<file path="config.mk">
export PLATFORM = sky130hd
export DESIGN_NAME = periodic_task_tick_table_core
export DESIGN_NICKNAME = d
export VERILOG_FILES = /design/src/rtl/core/ptt_pkg.sv /design/src/rtl/core/periodic_task_tick_table_core.sv
export SDC_FILE = /design/constraint.sdc
export NUM_CORES = 1
export LEC_CHECK = 0
export BUFFER_PORTS_ARGS = -buffer_cell sky130_fd_sc_hd__clkbuf_2
export CORE_AREA = 2 2 257 259
export DETAILED_ROUTE_END_ITERATION = 6
export DIE_AREA = 0 0 259 261
export HOLD_SLACK_MARGIN = 0.06
export SETUP_SLACK_MARGIN = 0.3
export SLEW_MARGIN = 20
export SYNTH_ARGS = -nofsm -noshare
export SYNTH_HDL_FRONTEND = slang
export SYNTH_SLANG_ARGS = --single-unit
</file>
<file path="constraint.sdc">
create_clock -name clk_i -period 11.3 [get_ports clk_i]
set_input_delay 1.13 -clock clk_i [delete_from_list [all_inputs] [get_ports clk_i]]
set_output_delay 1.13 -clock clk_i [all_outputs]
set_load 0.01 [all_outputs]
</file>
<file path="src/rtl/core/ptt_pkg.sv">
// Shared constants for the periodic task tick table: field widths,
// stream packing positions, operation, status and result kind codes.
package ptt_pkg;

  localparam int OpW       = 3;
  localparam int TaskKeyW  = 16;
  localparam int PeriodW   = 8;
  localparam int CountW    = 8;
  localparam int SlotResW  = 4;
  localparam int StatusW   = 3;

  localparam int InDataW   = 24;
  localparam int OutDataW  = 24;

  localparam int OutSlotLsb   = TaskKeyW;
  localparam int OutStatusLsb = TaskKeyW + SlotResW;

  localparam logic [OpW-1:0] OP_TICK   = 3'd0;
  localparam logic [OpW-1:0] OP_ADD    = 3'd1;
  localparam logic [OpW-1:0] OP_START  = 3'd2;
  localparam logic [OpW-1:0] OP_STOP   = 3'd3;
  localparam logic [OpW-1:0] OP_REMOVE = 3'd4;

  localparam logic [StatusW-1:0] ST_OK        = 3'd0;
  localparam logic [StatusW-1:0] ST_NOT_FOUND = 3'd1;
  localparam logic [StatusW-1:0] ST_FULL      = 3'd2;
  localparam logic [StatusW-1:0] ST_PRESENT   = 3'd3;
  localparam logic [StatusW-1:0] ST_BAD_KEY   = 3'd4;

  localparam logic KIND_FIRE   = 1'b0;
  localparam logic KIND_STATUS = 1'b1;

endpackage

</file>
<file path="src/rtl/core/periodic_task_tick_table_core.sv">
// Periodic task tick table: one slot memory walked by a single compare/increment unit.
// Depends on ptt_pkg.
// A tick walks every slot in S_TICK and then S_FLUSH, plus output stalls; add, start, stop and
//   remove walk the slots in S_FIND (the walk stops early on a key match), then S_RESP.
// Throughput: one request per walk, set by the read port: one slot per cycle unless stalled.
// A finished result waits in the output register while the next request is taken.
// Reset clears all used flags at once (empty table); no clearing pass is needed.
module periodic_task_tick_table_core #(
  parameter int NUM_SLOTS = 10,
  parameter int KEY_BITS  = 16
) (
  input  logic                          clk_i,
  input  logic                          rst_ni,
  input  logic                          s_axis_tvalid_i,
  output logic                          s_axis_tready_o,
  // [15:0] task_key, [23:16] period
  input  logic [ptt_pkg::InDataW-1:0]   s_axis_tdata_i,
  // [2:0] operation
  input  logic [ptt_pkg::OpW-1:0]       s_axis_tuser_i,
  output logic                          m_axis_tvalid_o,
  input  logic                          m_axis_tready_i,
  // [15:0] task_key_res, [19:16] slot, [22:20] status, [23] zero
  output logic [ptt_pkg::OutDataW-1:0]  m_axis_tdata_o,
  // [0] kind
  output logic                          m_axis_tuser_o,
  output logic                          m_axis_tlast_o
);
  import ptt_pkg::*;

  localparam int KeyW    = (KEY_BITS < TaskKeyW) ? KEY_BITS : TaskKeyW;
  localparam int SlotW   = (NUM_SLOTS > 1) ? $clog2(NUM_SLOTS) : 1;
  localparam logic [SlotW-1:0] LastIdx = SlotW'(NUM_SLOTS - 1);

  localparam logic [2:0] S_IDLE  = 3'd0;
  localparam logic [2:0] S_TICK  = 3'd1;
  localparam logic [2:0] S_FLUSH = 3'd2;
  localparam logic [2:0] S_FIND  = 3'd3;
  localparam logic [2:0] S_RESP  = 3'd4;

  typedef struct packed {
    logic [KeyW-1:0]    key;
    logic [PeriodW-1:0] period;
    logic [CountW-1:0]  count;
    logic               running;
  } slot_t;

  slot_t mem_q [NUM_SLOTS];
  slot_t rd_q;
  slot_t mem_wdata;
  logic  mem_we;
  logic [SlotW-1:0] mem_waddr;
  logic [SlotW-1:0] rd_addr;

  logic [2:0]         state_q, state_d;
  logic [SlotW-1:0]   idx_q, idx_d;
  logic [NUM_SLOTS-1:0] used_q, used_d;
  logic               pend_vld_q, pend_vld_d;
  logic [KeyW-1:0]    pend_key_q, pend_key_d;
  logic [SlotW-1:0]   pend_slot_q, pend_slot_d;
  logic               free_vld_q, free_vld_d;
  logic [SlotW-1:0]   free_q, free_d;
  logic [OpW-1:0]     op_q, op_d;
  logic [KeyW-1:0]    key_q, key_d;
  logic [PeriodW-1:0] per_q, per_d;
  logic [SlotW-1:0]   res_slot_q, res_slot_d;
  logic [StatusW-1:0] res_status_q, res_status_d;

  logic                out_valid_q, out_valid_d;
  logic                out_kind_q, out_kind_d;
  logic [TaskKeyW-1:0] out_key_q, out_key_d;
  logic [SlotResW-1:0] out_slot_q, out_slot_d;
  logic [StatusW-1:0]  out_status_q, out_status_d;
  logic                out_last_q, out_last_d;
  logic                out_load;
  logic                out_free;

  logic [KeyW-1:0]   in_key;
  logic [CountW-1:0] cnt_inc;
  logic              slot_live;
  logic              fire;
  logic              key_hit;
  logic              at_last;
  logic              free_here;
  logic [SlotW-1:0]  idx_next;
  logic [SlotW-1:0]  free_idx;

  assign in_key    = KeyW'(s_axis_tdata_i[TaskKeyW-1:0]);
  assign out_free  = !out_valid_q || m_axis_tready_i;
  assign cnt_inc   = rd_q.count + CountW'(1);
  assign slot_live = used_q[idx_q] && rd_q.running;
  assign fire      = slot_live && (cnt_inc == rd_q.period);
  assign key_hit   = used_q[idx_q] && (rd_q.key == key_q);
  assign at_last   = (idx_q == LastIdx);
  assign idx_next  = at_last ? '0 : SlotW'(idx_q + SlotW'(1));
  assign free_here = !used_q[idx_q];
  assign free_idx  = free_vld_q ? free_q : idx_q;

  always_comb begin
    state_d      = state_q;
    idx_d        = idx_q;
    used_d       = used_q;
    pend_vld_d   = pend_vld_q;
    pend_key_d   = pend_key_q;
    pend_slot_d  = pend_slot_q;
    free_vld_d   = free_vld_q;
    free_d       = free_q;
    op_d         = op_q;
    key_d        = key_q;
    per_d        = per_q;
    res_slot_d   = res_slot_q;
    res_status_d = res_status_q;
    mem_we       = 1'b0;
    mem_waddr    = idx_q;
    mem_wdata    = rd_q;
    out_load     = 1'b0;
    out_kind_d   = KIND_FIRE;
    out_key_d    = TaskKeyW'(pend_key_q);
    out_slot_d   = SlotResW'(pend_slot_q);
    out_status_d = ST_OK;
    out_last_d   = 1'b0;

    case (state_q)
      S_IDLE: begin
        idx_d = '0;
        if (s_axis_tvalid_i) begin
          op_d       = s_axis_tuser_i;
          key_d      = in_key;
          per_d      = s_axis_tdata_i[TaskKeyW +: PeriodW];
          free_vld_d = 1'b0;
          case (s_axis_tuser_i) inside
            OP_TICK: state_d = S_TICK;
            OP_ADD, OP_START, OP_STOP, OP_REMOVE: begin
              if (in_key == '0) begin
                res_status_d = ST_BAD_KEY;
                res_slot_d   = '0;
                state_d      = S_RESP;
              end else begin
                state_d = S_FIND;
              end
            end
            default: state_d = S_IDLE;
          endcase
        end
      end

      S_TICK: begin
        // hold the slot while a second firing waits for the output register
        if (!(fire && pend_vld_q && !out_free)) begin
          if (slot_live) begin
            mem_we          = 1'b1;
            mem_wdata.count = fire ? '0 : cnt_inc;
          end
          if (fire) begin
            if (pend_vld_q) begin
              out_load = 1'b1;
            end
            pend_vld_d  = 1'b1;
            pend_key_d  = rd_q.key;
            pend_slot_d = idx_q;
          end
          idx_d = idx_next;
          if (at_last) begin
            state_d = S_FLUSH;
          end
        end
      end

      S_FLUSH: begin
        if (!pend_vld_q) begin
          state_d = S_IDLE;
        end else if (out_free) begin
          out_load   = 1'b1;
          out_last_d = 1'b1;
          pend_vld_d = 1'b0;
          state_d    = S_IDLE;
        end
      end

      S_FIND: begin
        idx_d = idx_next;
        if (free_here && !free_vld_q) begin
          free_vld_d = 1'b1;
          free_d     = idx_q;
        end
        if (key_hit) begin
          res_slot_d   = idx_q;
          res_status_d = ST_OK;
          state_d      = S_RESP;
          case (op_q)
            OP_ADD:    res_status_d = ST_PRESENT;
            OP_START: begin
              mem_we            = 1'b1;
              mem_wdata.running = 1'b1;
            end
            OP_STOP: begin
              mem_we            = 1'b1;
              mem_wdata.running = 1'b0;
            end
            default: begin
              used_d[idx_q] = 1'b0;
            end
          endcase
        end else if (at_last) begin
          state_d    = S_RESP;
          res_slot_d = '0;
          if (op_q == OP_ADD) begin
            if (free_vld_q || free_here) begin
              mem_we            = 1'b1;
              mem_waddr         = free_idx;
              mem_wdata.key     = key_q;
              mem_wdata.period  = per_q;
              mem_wdata.count   = '0;
              mem_wdata.running = 1'b0;
              used_d[free_idx]  = 1'b1;
              res_slot_d        = free_idx;
              res_status_d      = ST_OK;
            end else begin
              res_status_d = ST_FULL;
            end
          end else begin
            res_status_d = ST_NOT_FOUND;
          end
        end
      end

      S_RESP: begin
        if (out_free) begin
          out_load     = 1'b1;
          out_kind_d   = KIND_STATUS;
          out_key_d    = TaskKeyW'(key_q);
          out_slot_d   = SlotResW'(res_slot_q);
          out_status_d = res_status_q;
          out_last_d   = 1'b1;
          state_d      = S_IDLE;
        end
      end

      default: state_d = S_IDLE;
    endcase
  end

  assign rd_addr     = idx_d;
  assign out_valid_d = out_load ? 1'b1 : (m_axis_tready_i ? 1'b0 : out_valid_q);

  always_ff @(posedge clk_i) begin
    if (mem_we) begin
      mem_q[mem_waddr] <= mem_wdata;
    end
    rd_q <= mem_q[rd_addr];
  end

  always_ff @(posedge clk_i or negedge rst_ni) begin
    if (!rst_ni) begin
      state_q     <= S_IDLE;
      idx_q       <= '0;
      used_q      <= '0;
      pend_vld_q  <= 1'b0;
      free_vld_q  <= 1'b0;
      out_valid_q <= 1'b0;
    end else begin
      state_q     <= state_d;
      idx_q       <= idx_d;
      used_q      <= used_d;
      pend_vld_q  <= pend_vld_d;
      free_vld_q  <= free_vld_d;
      out_valid_q <= out_valid_d;
    end
  end

  always_ff @(posedge clk_i) begin
    pend_key_q   <= pend_key_d;
    pend_slot_q  <= pend_slot_d;
    free_q       <= free_d;
    op_q         <= op_d;
    key_q        <= key_d;
    per_q        <= per_d;
    res_slot_q   <= res_slot_d;
    res_status_q <= res_status_d;
    if (out_load) begin
      out_kind_q   <= out_kind_d;
      out_key_q    <= out_key_d;
      out_slot_q   <= out_slot_d;
      out_status_q <= out_status_d;
      out_last_q   <= out_last_d;
    end
  end

  assign s_axis_tready_o = (state_q == S_IDLE);
  assign m_axis_tvalid_o = out_valid_q;
  assign m_axis_tdata_o  = {1'b0, out_status_q, out_slot_q, out_key_q};
  assign m_axis_tuser_o  = out_kind_q;
  assign m_axis_tlast_o  = out_last_q;

endmodule

</file>
==> metrics.sh <==
OUTCOME='finished, final reports clean'
HOLDPATHSTAGES=0
WORST_SETUP_PATH_START_KIND='flip-flop'
SYN_NETS=1426
TRITONCTS='built'
PWR-SHARE-CLK_PCT=26.8
NUM-FILL-CELLS=6301
SYNTH.CELL_AREA_UM2=18700
P_SW_SHARE_PCT=35.5
RSZ_0062_RAISED_AFTER_GLOBAL_ROUTING='false'
P_INT_mW=3.73
FINAL.SETUP_SKEW_NS=0.0238
POWER_SWITCHING_mW=2.05
IO_PINS=59
CHIP_HEIGHT_UM=261
FF2FF_SETUP_SLACK_NS=6.41
ROUTEDWLPERCELL_UM=18.9
ANTENNA_FOUND_INITIAL=0
GRT_PASS1_WL_UM=67200
START_UTIL_PCT=28.7
CRITICALPATHCATEGORY='flip-flop to flip-flop'
SETUP_VIOL=0
YS.FLOP_TYPE='sky130_fd_sc_hd__edfxtp_1'
TIMING.REG2REG.WORST_PATH_DEPTH=12
CTS.SINKS=466
SHARE_OF_THE_CLOCK_PERIOD_USED_BY_THE_WORST_PATH_PCT=43.3
POST_SYNTH_NUM_CELL_TYPES=65
DRT_PRE_ANTENNA_ITERS=5
ANTENNADIODECOUNT=0
WORST_SLEW_MARGIN_REL_PCT=26.6
TIMING.HOLD.WORST_ENDPOINT='pend_key_q[9]'
FIN_NETS=1478
NUMBER_OF_DRC_MARKERS_IN_ITERATION_0=1040
SYNTH_EDF_COUNT=413
CRITICAL_PATH_CAPTURE_POINT_TYPE='flip-flop'
POST_CTS.RESIZED_INSTANCES=0
SEQ_POWER_SHARE_PCT=41.5
WL_UM=44400
YOSYSWARNINGS=0
PERIOD_MINUS_SLACK_NS=4.89
SYNTHCELLS=1393
CAP_VIOL_MAX_COUNT=0
DESIGN_POWER_TOTAL_mW=5.77
WEIGHTED_CONGESTION_REPORTED_AT_THE_END_OF_ROUTABILITY_DRIVEN_PLACEMENT=0.852
CTS-HTREE-LEVELS=2
VDD_IR_DROP_MAX_mV=0.231
CHIPWIDTH_UM=259
PLACE.DETAILED.HPWL_UM=25400
NUM_VIAS=11746
POWER-PER-CELL-AREA_nW_PER_UM2=267
WORST_HOLD_STARTPOINT='rd_q[26]'
MOST_COMMON_CELL_AFTER_LAYOUT_FILL_AND_TAPS_ASIDE='sky130_fd_sc_hd__edfxtp_1'
MULTI_INPUT_AREA_UM2=4850
NUM_ROWS=94
FINALINSTANCEAREA_UM2=21600
CLOCK_ROOT_BUFFER='sky130_fd_sc_hd__clkbuf_16'
NUMBER_OF_NETS_WITH_ANTENNA_VIOLATIONS_AFTER_ROUTING=0
CORE_REGION_AREA_UM2=65000
SYNTH.YOSYS.SEQ_AREA_SHARE_PCT=72.6
MIN_PATH_TYPE='flip-flop to flip-flop'
COUNT_OF_FINAL_HOLD_CHECK_VIOLATIONS=0
CRIT_PATH_MAX_FANOUT=87
CLKTRANSATPATHREGS_NS=0.06
TRACK_USAGE_PCT=12.9
LAYOUT-DRIVE-GT1-SHARE_PCT=13.7
ROUTE.DETAILED.VIAS_PER_INST=5.00
HOLDBUFCOUNTCTS=0
DPL_CELL_AREA_UM2=20000
REGTOREGSTARTPOINT='rd_q[1]'
FINALSETUPTNS_NS=0
FINAL-SEQ-AREA_UM2=13600
CRITICAL_PATH.REG2REG.ENDPOINT='rd_q[25]'
LAYOUT.CELLS.MOST_COMMON_LIST='sky130_fd_sc_hd__edfxtp_1, sky130_fd_sc_hd__nand2_1, sky130_fd_sc_hd__a21oi_1'
GLOBALROUTEOVERFLOWTOTAL=0
CRITPATHREQUIREDTIME_NS=11.83
POWER.STATIC_LEAKAGE_nW=7.01
SYNTH-SEQ-CELLS=466
COMB_POWER_SHARE_PCT=31.7
WORSTMARGINPINSLEW_NS=1.09
MAXSLEWVIOLCOUNT=0
ACHIEVABLE-FREQUENCY_MHz=205
IO_BUFFERS=57
WORSTPATHARRIVAL_NS=5.41
TRITONCTS.NUM_BUFFERS=48
CLK-INSERTION-DELAY-LATE_NS=0.60
POST-CTS-SETUP-BUFFER-COUNT=0
PIN_COUNT_OF_THE_BIGGEST_NET_ENTERING_GLOBAL_ROUTING=98
DRT_DRC_VIOLATIONS_LEFT=0
DIE_AREA_UM2=67600
CTS_MAX_PATH_BUFFERS=3
ASYNC_RESET_FF_SHARE_PCT=4.29
LAYOUT-AREA-OVERHEAD-VS-SYNTH_PCT=15.5
VIAS_IN_THE_FIRST_GLOBAL_ROUTE=11149
SYN_AVG_CELL_AREA_UM2=13.4
## power groups by stage
| stage | registers (mW) | clock network, mW | logic (mW) |
|---|---|---|---|
| 2_1_floorplan | 2.33 | 0 | 1.37 |
| 5_1_grt | 2.41 | 1.63 | 2.03 |
| 3_5_place_dp | 2.43 | 0 | 1.82 |
| 4_1_cts | 2.39 | 1.58 | 1.83 |
| 3_3_place_gp | 2.42 | 0 | 1.79 |
| 6_report | 2.40 | 1.55 | 1.83 |
## flip-flops by register name, indices dropped and copies added (netlist names), 3 cells and up
register,count
mem_q,330
rd_q,33
key_q,16
out_key_q,16
pend_key_q,16
used_q,10
per_q,8
free_q,4
idx_q,4
out_slot_q,4
pend_slot_q,4
res_slot_q,4
op_q,3
out_status_q,3
res_status_q,3
state_q,3
## worst max-delay path by stage
stage                   from     endpoint  slack, ns  cells after the start
floorplan           idx_q[1]  mem_q[5][0]       2.77                     10
global placement     rd_q[1]     rd_q[28]       6.53                     12
detailed placement   rd_q[1]     rd_q[30]       6.54                     12
CTS                  rd_q[1]     rd_q[30]       6.48                     12
global route         rd_q[1]     rd_q[30]       6.11                     13
finish               rd_q[1]     rd_q[25]       6.41                     12
## critical path, stage by stage, from the launching register on
cell and delay [ns]:
sky130_fd_sc_hd__dfxtp_1 0.44, sky130_fd_sc_hd__ha_1 0.34, sky130_fd_sc_hd__xor3_1 0.36, sky130_fd_sc_hd__nor3_1 0.48
sky130_fd_sc_hd__nand2_1 0.10, sky130_fd_sc_hd__a31o_2 0.26, sky130_fd_sc_hd__or3_1 0.48, sky130_fd_sc_hd__a2bb2oi_4 0.16
sky130_fd_sc_hd__buf_4 0.44, sky130_fd_sc_hd__buf_4 0.83, sky130_fd_sc_hd__a21oi_1 0.15, sky130_fd_sc_hd__a221oi_1 0.42
sky130_fd_sc_hd__o31a_1 0.19
## cells by family (layout without fill, tap and decap cells)
kind of cell / Yosys count / in the layout / synth area share [%]
buffers and inverters: 96 / 188 / 2.10
and+or+nand+nor: 443 / 443 / 10.2
adders and majority gates: 2 / 2 / 0.134
DFF: 466 / 466 / 72.6
AOI/OAI and AO/OA: 330 / 330 / 11.8
xor gates and xnor gates: 24 / 24 / 1.20
other: 1 / 1 / 0.0201
muxes: 31 / 31 / 1.96
## cells in the mapped netlist (all sizes together) (8+ instances only)
master	instances	area (µm²)
nand3	42	210
nor3	9	45.0
dfxtp	33	661
a21oi	154	771
clkbuf	58	218
and2	8	50.1
a221oi	67	587
buf	24	123
o31ai	10	75.1
dfrtp	20	500
mux2	25	282
nor4	19	119
inv	12	45.1
o31a	33	289
nor2	39	146
xor2	18	158
nand2	291	1090
nand2b	8	50.1
edfxtp	413	12400
o21ai	22	110
## through the flow
| step | cells | setup WS, ns | utilization, % | hold WS, ns |
|---|---|---|---|---|
| after CTS | 2349 | 6.48 | 33.2 | 0.476 |
| after global placement | 2259 | 6.53 | 30.8 | 0.454 |
| after global routing | 2349 | 6.11 | 33.2 | 0.485 |
| after floorplan | 1393 | 2.77 | - | 0.437 |
| final | 2349 | 6.41 | 33.2 | 0.477 |
| after detailed placement | 2259 | 6.54 | 30.8 | 0.461 |
## routing by layer
layer | up-vias | wire [µm] | track usage, %
met5 | - | 0 | 0
met4 | 0 | 1080 | 4.25
met3 | 73 | 2830 | 1.81
met2 | 427 | 20800 | 20.9
met1 | 5858 | 19700 | 17.9
li1 | 5388 | - | -
## final cells by class
class                   count  share of cell area (%)
flip-flops and latches    466                    62.8
well taps                 864                    5.01
inverters                  14                   0.255
clock inverters            20                   0.922
repair buffers             84                    2.26
clock buffers              70                    6.27
multi-input cells         831                    22.5
(Power assumes the default switching activity.)
